===== config.mk =====
export PLATFORM = sky130hd
export DESIGN_NAME = joint_motion_integrator
export DESIGN_NICKNAME = d
export VERILOG_FILES = /design/src/rtl/jmi_pkg.sv /design/src/rtl/jmi_muldiv.sv /design/src/rtl/joint_motion_integrator.sv
export SDC_FILE = /design/constraint.sdc
export NUM_CORES = 2
export LEC_CHECK = 0
export BUFFER_PORTS_ARGS = -buffer_cell sky130_fd_sc_hd__buf_2
export CAP_MARGIN = 20
export CORE_UTILIZATION = 35
export DETAILED_ROUTE_END_ITERATION = 16
export GPL_TIMING_DRIVEN = 0
export SLEW_MARGIN = 10
export SYNTH_ARGS = -nofsm -noshare
export SYNTH_HDL_FRONTEND = slang
export SYNTH_SLANG_ARGS = --single-unit
export TNS_END_PERCENT = 1

===== constraint.sdc =====
create_clock -name aclk -period 12 [get_ports aclk]
set_input_delay 1.2 -clock aclk [delete_from_list [all_inputs] [get_ports aclk]]
set_output_delay 1.2 -clock aclk [all_outputs]
set_load 0.02 [all_outputs]

===== src/rtl/jmi_pkg.sv =====
`timescale 1ns / 1ps
// ----------------------------------------------------------------------------
// jmi_pkg: shared types and constants for the joint motion integrator
// Field widths, request kinds, joint modes and fixed-point constants.
// ----------------------------------------------------------------------------
package jmi_pkg;

    localparam int MAX_JOINTS_DEF = 8;
    localparam int VAL_W          = 32;
    localparam int DT_W           = 10;
    localparam int KIND_W         = 3;
    localparam int JNT_W          = 3;
    localparam int CNT_W          = 4;
    localparam int MODE_W         = 2;

    // Request kinds
    localparam logic [KIND_W-1:0] KIND_TICK   = 3'd0;
    localparam logic [KIND_W-1:0] KIND_TARGET = 3'd1;
    localparam logic [KIND_W-1:0] KIND_VEL    = 3'd2;
    localparam logic [KIND_W-1:0] KIND_ACC    = 3'd3;
    localparam logic [KIND_W-1:0] KIND_ALIM   = 3'd4;
    localparam logic [KIND_W-1:0] KIND_VLIM   = 3'd5;

    // Joint modes
    localparam logic [MODE_W-1:0] MODE_ANGLE = 2'd0;
    localparam logic [MODE_W-1:0] MODE_VELO  = 2'd1;
    localparam logic [MODE_W-1:0] MODE_ACCEL = 2'd2;
    // Never written; a tick in this mode changes nothing
    localparam logic [MODE_W-1:0] MODE_NONE  = 2'd3;

    localparam logic [DT_W-1:0] MS_PER_S = 10'd1000;

    // Wide intermediate: product of a 33-bit value and 1000 or dt
    localparam int WIDE_W = 44;

endpackage


===== src/rtl/jmi_muldiv.sv =====
`timescale 1ns / 1ps
// ----------------------------------------------------------------------------
// jmi_muldiv: bit-serial multiply then divide
// Computes trunc(a * m / d) for signed a, unsigned 10-bit m and d, one bit a
// cycle: shift-add multiply over m, then restoring divide over the quotient.
// ----------------------------------------------------------------------------
module jmi_muldiv (
    input  logic                          aclk,
    input  logic                          aresetn,
    input  logic                          start,
    input  logic signed [jmi_pkg::VAL_W:0] a,      // 33-bit signed operand
    input  logic [jmi_pkg::DT_W-1:0]      m,
    input  logic [jmi_pkg::DT_W-1:0]      d,
    output logic                          done,
    output logic signed [jmi_pkg::WIDE_W-1:0] q
);

    localparam int W  = jmi_pkg::WIDE_W;
    localparam int DW = jmi_pkg::DT_W;
    localparam logic [1:0] ST_IDLE = 2'd0;
    localparam logic [1:0] ST_MUL  = 2'd1;
    localparam logic [1:0] ST_DIV  = 2'd2;

    logic [1:0]       state_reg, state_next;
    logic [5:0]       cnt_reg, cnt_next;
    logic             neg_reg, neg_next;
    logic [W-1:0]     mcand_reg, mcand_next;  // magnitude, shifted left
    logic [DW-1:0]    mult_reg, mult_next;    // shifted right
    logic [W-1:0]     acc_reg, acc_next;      // product, then quotient bits
    logic [DW:0]      rem_reg, rem_next;
    logic [DW-1:0]    dvs_reg, dvs_next;
    logic             done_reg, done_next;
    logic [DW:0]      trial;
    logic [W-1:0]     a_mag;

    assign a_mag = a[jmi_pkg::VAL_W] ? W'(-{{(W-jmi_pkg::VAL_W-1){a[jmi_pkg::VAL_W]}}, a})
                                     : W'({{(W-jmi_pkg::VAL_W-1){1'b0}}, a});
    assign trial = {rem_reg[DW-1:0], acc_reg[W-1]} - {1'b0, dvs_reg};

    // Step the multiply, then the divide
    always_comb begin
        state_next = state_reg;
        cnt_next   = cnt_reg;
        neg_next   = neg_reg;
        mcand_next = mcand_reg;
        mult_next  = mult_reg;
        acc_next   = acc_reg;
        rem_next   = rem_reg;
        dvs_next   = dvs_reg;
        done_next  = 1'b0;
        unique case (state_reg)
            ST_IDLE: begin
                if (start) begin
                    neg_next   = a[jmi_pkg::VAL_W];
                    mcand_next = a_mag;
                    mult_next  = m;
                    dvs_next   = d;
                    acc_next   = '0;
                    cnt_next   = 6'(DW);
                    state_next = ST_MUL;
                end
            end
            ST_MUL: begin
                if (mult_reg[0]) acc_next = acc_reg + mcand_reg;
                mcand_next = mcand_reg << 1;
                mult_next  = mult_reg >> 1;
                cnt_next   = cnt_reg - 6'd1;
                if (cnt_reg == 6'd1) begin
                    rem_next   = '0;
                    cnt_next   = 6'(W);
                    state_next = ST_DIV;
                end
            end
            ST_DIV: begin
                if (!trial[DW]) begin
                    rem_next = trial;
                    acc_next = {acc_reg[W-2:0], 1'b1};
                end else begin
                    rem_next = {rem_reg[DW-1:0], acc_reg[W-1]};
                    acc_next = {acc_reg[W-2:0], 1'b0};
                end
                cnt_next = cnt_reg - 6'd1;
                if (cnt_reg == 6'd1) begin
                    done_next  = 1'b1;
                    state_next = ST_IDLE;
                end
            end
            default: state_next = ST_IDLE;
        endcase
    end

    always_ff @(posedge aclk) begin
        if (!aresetn) begin
            state_reg <= ST_IDLE;
            done_reg  <= 1'b0;
        end else begin
            state_reg <= state_next;
            done_reg  <= done_next;
        end
        cnt_reg   <= cnt_next;
        neg_reg   <= neg_next;
        mcand_reg <= mcand_next;
        mult_reg  <= mult_next;
        acc_reg   <= acc_next;
        rem_reg   <= rem_next;
        dvs_reg   <= dvs_next;
    end

    assign done = done_reg;
    assign q    = neg_reg ? -$signed(acc_reg) : $signed(acc_reg);

endmodule


===== src/rtl/joint_motion_integrator.sv =====
`timescale 1ns / 1ps
// Set, load, read and rejected requests pass through the dispatch, finish and
// output states before m_tvalid rises; a tick is bound by the bit-serial muldiv
// unit (10 multiply and 44 divide steps per pass), with one pass in angle and
// velocity mode and two in acceleration mode. One request is in flight at a time;
// the next is accepted the cycle after the result is taken.
// Reset (aresetn low, synchronous): joint state zero, angle mode, joint_count 8.
// ----------------------------------------------------------------------------
// joint_motion_integrator: per-joint angle/velocity/acceleration integrator
// Stores joint targets and limits, integrates on tick, issues clamped angles.
// ----------------------------------------------------------------------------
module joint_motion_integrator #(
    parameter int MAX_JOINTS = jmi_pkg::MAX_JOINTS_DEF
) (
    input  logic         aclk,
    input  logic         aresetn,
    input  logic         cfg_wen,
    input  logic [3:0]   cfg_wdata,
    input  logic         s_tvalid,
    output logic         s_tready,
    // tdata from bit 0: joint[2:0], value[34:3], upper_value[66:35],
    // measured_angle[98:67], elapsed_ms[108:99], zero fill to 112
    input  logic [111:0] s_tdata,
    input  logic [2:0]   s_tuser,  // kind
    output logic         m_tvalid,
    input  logic         m_tready,
    // tdata from bit 0: angle_command[31:0], velocity_out[63:32],
    // accel_out[95:64]
    output logic [95:0]  m_tdata,
    output logic [1:0]   m_tuser   // angle_valid[0], status[1]
);

    localparam int VW = jmi_pkg::VAL_W;
    localparam int WW = jmi_pkg::WIDE_W;
    localparam int JW = (MAX_JOINTS > 1) ? $clog2(MAX_JOINTS) : 1;

    localparam logic [2:0] ST_IDLE  = 3'd0;
    localparam logic [2:0] ST_DISP  = 3'd1;
    localparam logic [2:0] ST_ACCW  = 3'd2;
    localparam logic [2:0] ST_POSS  = 3'd3;
    localparam logic [2:0] ST_POSW  = 3'd4;
    localparam logic [2:0] ST_FIN   = 3'd5;
    localparam logic [2:0] ST_OUT   = 3'd6;

    logic [2:0] state_reg, state_next;
    logic [3:0] count_reg;

    logic [jmi_pkg::MODE_W-1:0] mode_reg [MAX_JOINTS];
    logic signed [VW-1:0] tgt_reg [MAX_JOINTS];
    logic signed [VW-1:0] vel_reg [MAX_JOINTS];
    logic signed [VW-1:0] acc_reg [MAX_JOINTS];
    logic signed [VW-1:0] amin_reg [MAX_JOINTS];
    logic signed [VW-1:0] amax_reg [MAX_JOINTS];
    logic signed [VW-1:0] vmin_reg [MAX_JOINTS];
    logic signed [VW-1:0] vmax_reg [MAX_JOINTS];

    // Captured request
    logic [2:0]           kind_reg;
    logic [JW-1:0]        j_reg;
    logic                 rej_reg;
    logic signed [VW-1:0] val_reg, upr_reg, meas_reg;
    logic [jmi_pkg::DT_W-1:0] dt_reg;

    // Output register
    logic                 ov_reg;
    logic [95:0]          od_reg;
    logic [1:0]           ou_reg;

    // Muldiv
    logic                 md_start;
    logic signed [VW:0]   md_a;
    logic [jmi_pkg::DT_W-1:0] md_m, md_d;
    logic                 md_done;
    logic signed [WW-1:0] md_q;

    logic [jmi_pkg::DT_W-1:0] dt_in;
    logic [3:0]           lim;
    logic [JW-1:0]        jn;
    logic signed [VW-1:0] vnew;
    logic signed [WW-1:0] sum_w;
    logic signed [VW-1:0] vsat, clamp_v, clamp_o;
    logic signed [WW-1:0] clamp_in;
    logic signed [VW-1:0] lo_s, hi_s;

    assign s_tready = (state_reg == ST_IDLE) && !ov_reg;
    assign dt_in = (s_tdata[108:99] == '0) ? 10'd1 : s_tdata[108:99];
    assign lim   = (32'(count_reg) > MAX_JOINTS) ? 4'(MAX_JOINTS) : count_reg;
    assign jn    = JW'(s_tdata[2:0]);

    jmi_muldiv u_md (
        .aclk(aclk), .aresetn(aresetn), .start(md_start), .a(md_a),
        .m(md_m), .d(md_d), .done(md_done), .q(md_q)
    );

    // Select operands for the serial unit
    always_comb begin
        md_start = 1'b0;
        md_a     = '0;
        md_m     = dt_reg;
        md_d     = jmi_pkg::MS_PER_S;
        if (state_reg == ST_DISP && kind_reg == jmi_pkg::KIND_TICK) begin
            md_start = !rej_reg && (mode_reg[j_reg] != jmi_pkg::MODE_NONE);
            priority if (mode_reg[j_reg] == jmi_pkg::MODE_ANGLE) begin
                md_a = (VW+1)'(tgt_reg[j_reg]) - (VW+1)'(meas_reg);
                md_m = jmi_pkg::MS_PER_S;
                md_d = dt_reg;
            end else if (mode_reg[j_reg] == jmi_pkg::MODE_ACCEL) begin
                md_a = (VW+1)'(acc_reg[j_reg]);
            end else begin
                md_a = (VW+1)'(vel_reg[j_reg]);
            end
        end else if (state_reg == ST_POSS) begin
            md_start = 1'b1;
            md_a     = (VW+1)'(vel_reg[j_reg]);
        end
    end

    // Saturation and clamp helpers
    assign vsat = (md_q > WW'(64'sd2147483647)) ? 32'sh7fffffff :
                  (md_q < -WW'(64'sd2147483648)) ? 32'sh80000000 : VW'(md_q);
    always_comb begin
        if (state_reg == ST_ACCW) begin
            clamp_in = WW'(vel_reg[j_reg]) + md_q;
            lo_s = vmin_reg[j_reg];
            hi_s = vmax_reg[j_reg];
        end else if (state_reg == ST_POSW) begin
            clamp_in = WW'(meas_reg) + md_q;
            lo_s = amin_reg[j_reg];
            hi_s = amax_reg[j_reg];
        end else if (kind_reg == jmi_pkg::KIND_VEL) begin
            clamp_in = WW'(val_reg);
            lo_s = vmin_reg[j_reg];
            hi_s = vmax_reg[j_reg];
        end else begin
            clamp_in = WW'(tgt_reg[j_reg]);
            lo_s = amin_reg[j_reg];
            hi_s = amax_reg[j_reg];
        end
    end
    assign sum_w    = (clamp_in < WW'(lo_s)) ? WW'(lo_s) : clamp_in;
    assign clamp_o  = (sum_w > WW'(hi_s)) ? hi_s : VW'(sum_w);
    assign clamp_v  = clamp_o;
    assign vnew     = vel_reg[j_reg];

    // Sequencer
    always_comb begin
        state_next = state_reg;
        unique case (state_reg)
            ST_IDLE: if (s_tvalid && s_tready) state_next = ST_DISP;
            ST_DISP: begin
                if (rej_reg || kind_reg != jmi_pkg::KIND_TICK ||
                    mode_reg[j_reg] == jmi_pkg::MODE_NONE)
                    state_next = ST_FIN;
                else if (mode_reg[j_reg] == jmi_pkg::MODE_ACCEL) state_next = ST_ACCW;
                else state_next = ST_POSW;
            end
            ST_ACCW: if (md_done) state_next = ST_POSS;
            ST_POSS: state_next = ST_POSW;
            ST_POSW: if (md_done) state_next = ST_FIN;
            ST_FIN:  state_next = ST_OUT;
            ST_OUT:  state_next = ST_IDLE;
            default: state_next = ST_IDLE;
        endcase
    end

    always_ff @(posedge aclk) begin
        if (!aresetn) begin
            state_reg <= ST_IDLE;
            count_reg <= 4'd8;
            ov_reg    <= 1'b0;
            for (int i = 0; i < MAX_JOINTS; i++) begin
                mode_reg[i] <= jmi_pkg::MODE_ANGLE;
                tgt_reg[i]  <= '0;
                vel_reg[i]  <= '0;
                acc_reg[i]  <= '0;
                amin_reg[i] <= '0;
                amax_reg[i] <= '0;
                vmin_reg[i] <= '0;
                vmax_reg[i] <= '0;
            end
        end else begin
            state_reg <= state_next;
            if (cfg_wen) count_reg <= cfg_wdata;
            if (m_tvalid && m_tready) ov_reg <= 1'b0;
            // Capture request
            if (state_reg == ST_IDLE && s_tvalid && s_tready) begin
                kind_reg <= s_tuser;
                j_reg    <= jn;
                rej_reg  <= ({1'b0, s_tdata[2:0]} >= lim) ||
                            (32'(s_tdata[2:0]) >= 32'(MAX_JOINTS));
                val_reg  <= s_tdata[34:3];
                upr_reg  <= s_tdata[66:35];
                meas_reg <= s_tdata[98:67];
                dt_reg   <= dt_in;
                ou_reg   <= '0;
            end
            // Apply set requests and the angle-mode tick
            if (state_reg == ST_DISP && !rej_reg) begin
                unique case (kind_reg)
                    jmi_pkg::KIND_TICK: if (mode_reg[j_reg] == jmi_pkg::MODE_ANGLE)
                        ou_reg[0] <= 1'b1;
                    jmi_pkg::KIND_TARGET: begin
                        tgt_reg[j_reg]  <= val_reg;
                        mode_reg[j_reg] <= jmi_pkg::MODE_ANGLE;
                    end
                    jmi_pkg::KIND_VEL: begin
                        vel_reg[j_reg]  <= clamp_v;
                        mode_reg[j_reg] <= jmi_pkg::MODE_VELO;
                    end
                    jmi_pkg::KIND_ACC: begin
                        acc_reg[j_reg]  <= val_reg;
                        mode_reg[j_reg] <= jmi_pkg::MODE_ACCEL;
                    end
                    jmi_pkg::KIND_ALIM: begin
                        amin_reg[j_reg] <= val_reg;
                        amax_reg[j_reg] <= upr_reg;
                    end
                    jmi_pkg::KIND_VLIM: begin
                        vmin_reg[j_reg] <= val_reg;
                        vmax_reg[j_reg] <= upr_reg;
                    end
                    default: ;
                endcase
                if (kind_reg == jmi_pkg::KIND_TICK && mode_reg[j_reg] == jmi_pkg::MODE_ANGLE)
                    od_reg[31:0] <= clamp_v;
                else
                    od_reg[31:0] <= '0;
            end
            if (state_reg == ST_ACCW && md_done) vel_reg[j_reg] <= clamp_v;
            if (state_reg == ST_POSW && md_done) begin
                if (mode_reg[j_reg] == jmi_pkg::MODE_ANGLE) begin
                    vel_reg[j_reg] <= vsat;
                end else begin
                    tgt_reg[j_reg] <= clamp_v;
                    od_reg[31:0]   <= clamp_v;
                    ou_reg[0]      <= 1'b1;
                end
            end
            // Present result
            if (state_reg == ST_OUT) begin
                ov_reg <= 1'b1;
                if (rej_reg) begin
                    od_reg <= '0;
                    ou_reg <= 2'b10;
                end else begin
                    od_reg[63:32] <= vnew;
                    od_reg[95:64] <= acc_reg[j_reg];
                end
            end
        end
    end

    assign m_tvalid = ov_reg;
    assign m_tdata  = od_reg;
    assign m_tuser  = ou_reg;

    // Checks
    a_no_accept_busy: assert property (@(posedge aclk) disable iff (!aresetn)
        (state_reg != ST_IDLE) |-> !s_tready) else $error("accept while busy");
    a_out_after_seq: assert property (@(posedge aclk) disable iff (!aresetn)
        (state_reg == ST_OUT) |=> m_tvalid) else $error("result not raised");
    a_rej_flags: assert property (@(posedge aclk) disable iff (!aresetn)
        (m_tvalid && m_tuser[1]) |-> (!m_tuser[0] && m_tdata == '0))
        else $error("rejected result not zero");

endmodule


==> reports/results.txt <==
status -> completed
leading cell type in the layout, fill and taps excluded -> edfxtp_1
layout cells sized above 1 -> 18.0%
Final min period -> 11.91 ns
Hold/Removal Path Class -> input port to register
post-synthesis adder-cell area fraction -> 3.16%
hold path depth -> 1
All-Layer GR Usage -> 28.4%
maxcap violations -> 0
crit-path max FO -> 10
Initial Util -> 35.3%
worst rel slew slack -> 15.9%
Final Instance Area -> 129000 um2
vias -> 80600
multi-input combinational cell area -> 43600 um2
Int Power -> 14.9 mW
Die W -> 564 um
Req. time, crit path -> 12.73 ns
Hold Violations, Final -> 0
Slew Viols, Final -> 0
total wire length -> 463000 um
asr flop ratio synth -> 0%
Cell Area, Placed -> 120000 um2
Synth Area in Simple Gates -> 14.6%
slowest CP cell -> o21ai_1
Primary FF master, synth -> edfxtp_1
ANT nets after route -> 0
Sequential Power Share -> 36.7%
initial antenna violation count -> 61
Crit Path Category -> register to register
Final Util -> 41.2%
Detailed Routing Iterations Pass 1 -> 6
Worst-Skew Late Latency -> 0.97 ns
Leak -> 46.8 nW
min-delay src -> s_tdata[45]
crit end category -> register
first-iteration detailed-routing DRC count -> 12200
Sw Pwr -> 8.96 mW
Routability Congestion -> 1.03
vias in the first global route -> 77300
CTS HTree Levels -> 4
Fin Clk Skew -> 0.139 ns
CP peak stage delay -> 0.67 ns
Power Density -> 185 nW/um2
commonest cells after routing, fill and taps aside -> 2144 x edfxtp_1, 1208 x and2_1, 801 x nor2_1
main combinational cell family by area after synthesis -> simple AND/OR/NAND/NOR gates
Net Sw Frac -> 37.5%
CTS Buf Count -> 234
VDD IR max -> 197 uV
Synth Cell Area -> 111000 um2
pin slew with the least headroom to its limit -> 1.26 ns
pin count of the biggest net entering global routing -> 63
Reg2Reg Setup Slack -> 0.09 ns
reg2reg end -> vel_reg[7][8]
Remaining DRCs -> 0
post-synthesis mux area share -> 11.9%
xor/xnor cell area share of the yosys netlist -> 1.37%
Post-synth EDFFs -> 2144
routed vias/inst -> 6.00
# nets final -> 9451
routed length per instance -> 34.5 um
synth warn -> 0
Detail Placement HPWL -> 349000 um
reg2reg path depth -> 45
Syn Nets -> 8829
most used cell, CP -> buf_6
Syn Inst Count -> 8429
Setup TNS -> 0 ns
post-synthesis compound-gate area fraction -> 7.40%
Clock Pin Slew Worst Setup and Hold Paths -> 0.06 ns
gr ovfl total -> 0
overall power -> 23.9 mW
Synth cell types -> 107
die footprint -> 318000 um2
register bit count reported by yosys -> 2158
crit path DAT -> 12.64 ns
FILL cells -> 29000
setup violators final -> 0
PortBufs -> 219
clk buf depth -> 4
combinational power share -> 33.7%
# rows -> 205
Root Driver -> clkbuf_16
CTS tree -> built
first-pass GRT wire length -> 624000 um
sequential share of the synthesized area -> 58.5%
fin crit share -> 99.2%
max frequency -> 84.0 MHz
FF/Latch Area -> 64700 um2
syn_area_per_cell -> 13.1 um2
synth-to-layout area growth -> 16.5%
I/O Pins -> 224
startpoint types -> register
Sink Count -> 2158
die height -> 564 um
Clock power frac -> 29.6%
WHS Endpoint -> upr_reg[10]
CORE AREA -> 313000 um2
## per-stage QoR
stage,instances,hold slack (ns),worst slack [ns]
after floorplan,8429,0.474,1.68
after global placement,12800,0.509,-5.21
after detailed placement,12900,0.502,-3.70
after CTS,13400,0.359,0.00757
after global routing,13400,0.387,-0.0114
final,13400,0.403,0.0928
## worst max-delay path: cells and delay by family (launching register included)
family	cells	cell delay, ns
xor gates and xnor gates	1	0.16
and+or+nand+nor	8	1.38
adders and majority gates	3	1.10
muxes	2	0.94
buffers and inverters	12	2.82
DFF	1	0.41
AOI/OAI and AO/OA	19	4.85
## repair_timing
| action | in CTS | in global routing |
|---|---|---|
| gates cloned | 0 | 0 |
| gates resized for setup | 179 | 77 |
| endpoints found under the setup margin | 544 | 544 |
| hold buffers | 0 | 0 |
| pin swaps | 7 | 7 |
| buffers inserted | 17 | 13 |
## power groups by stage
| stage | Sequential, mW | Clock, mW | Combinational (mW) |
|---|---|---|---|
| detailed placement | 8.91 | 0 | 7.06 |
| floorplan | 8.88 | 0 | 3.57 |
| finish | 8.77 | 7.07 | 8.04 |
| global placement | 9.00 | 0 | 6.82 |
| CTS | 8.76 | 7.09 | 7.56 |
| global route | 8.78 | 7.36 | 8.12 |
## Yosys cell counts (15+ instances only)
| cell type | instances | area (um2) |
|---|---|---|
| buf_1 | 31 | 116 |
| a221oi_1 | 19 | 166 |
| mux2i_1 | 104 | 1040 |
| and3_1 | 55 | 344 |
| buf_4 | 24 | 180 |
| or2_2 | 21 | 131 |
| o211ai_1 | 29 | 218 |
| o22ai_1 | 23 | 144 |
| o21ai_0 | 315 | 1580 |
| a211oi_1 | 62 | 465 |
| nor3_1 | 267 | 1340 |
| edfxtp_1 | 2144 | 64400 |
| nand3_1 | 62 | 310 |
| nor2_1 | 805 | 3020 |
| a21o_1 | 126 | 946 |
| nand4_1 | 53 | 332 |
| nand2_1 | 394 | 1480 |
| o21bai_1 | 19 | 143 |
| or3_1 | 41 | 257 |
| o21a_1 | 48 | 360 |
| xnor2_1 | 111 | 972 |
| xor2_1 | 62 | 543 |
| clkbuf_1 | 444 | 1670 |
| a22oi_1 | 39 | 293 |
| o31ai_1 | 28 | 210 |
| ha_1 | 271 | 3390 |
| nor4_1 | 15 | 93.8 |
| buf_2 | 91 | 455 |
| or4_1 | 17 | 128 |
| mux4_2 | 500 | 11300 |
| inv_1 | 211 | 792 |
| mux2_2 | 54 | 608 |
| a31oi_1 | 49 | 307 |
| and2_1 | 1208 | 7560 |
| a31o_2 | 19 | 166 |
| nand2b_1 | 31 | 194 |
| a21boi_0 | 18 | 135 |
| a21oi_1 | 258 | 1290 |
| o21ai_1 | 15 | 75.1 |
| nor2b_1 | 58 | 363 |
## cell families (layout without fill, tap and decap cells)
family / count (synthesis) / count (layout)
multiplexers: 674 / 674
XOR/XNOR: 173 / 173
other: 0 / 36
flip-flops: 2158 / 2158
AND/OR/NAND/NOR: 3101 / 3101
AO/OA/AOI/OAI: 1234 / 1234
adder cells (fa/ha/maj): 276 / 276
buffers and inverters: 813 / 1634
## metal layers
metal,routed length [um],global-route usage (%),part of all wire [%]
met5,187,0,0.040
met4,34700,18.3,7.5
met3,60900,9.13,13
met2,203000,43.2,44
met1,165000,34.9,36
## how the worst max path moves through the flow
stage | startpoint | endpoint | slack [ns] | cells past startpoint
6_report | register | vel_reg[7][8] | 0.09 | 45
5_1_grt | u_md.acc_reg[11] | tgt_reg[3][15] | -0.01 | 41
4_1_cts | register | vel_reg[1][3] | 0.008 | 48
3_5_place_dp | register | vel_reg[4][1] | -3.70 | 43
3_3_place_gp | register | vel_reg[0][1] | -5.21 | 43
2_1_floorplan | register | m_tdata[25] | 1.68 | 43
## cell type report
type | count | share of cell area, %
sequential | 2158 | 50.2
multi-input combinational | 5458 | 33.9
clock buffer | 277 | 4.72
tap | 4140 | 4.02
timing repair buffer | 396 | 3.28
buffer | 588 | 2.22
clock inverter | 158 | 0.964
inverter | 215 | 0.632
antenna | 36 | 0.0700
Note: power is estimated with default switching activity, not from simulation.
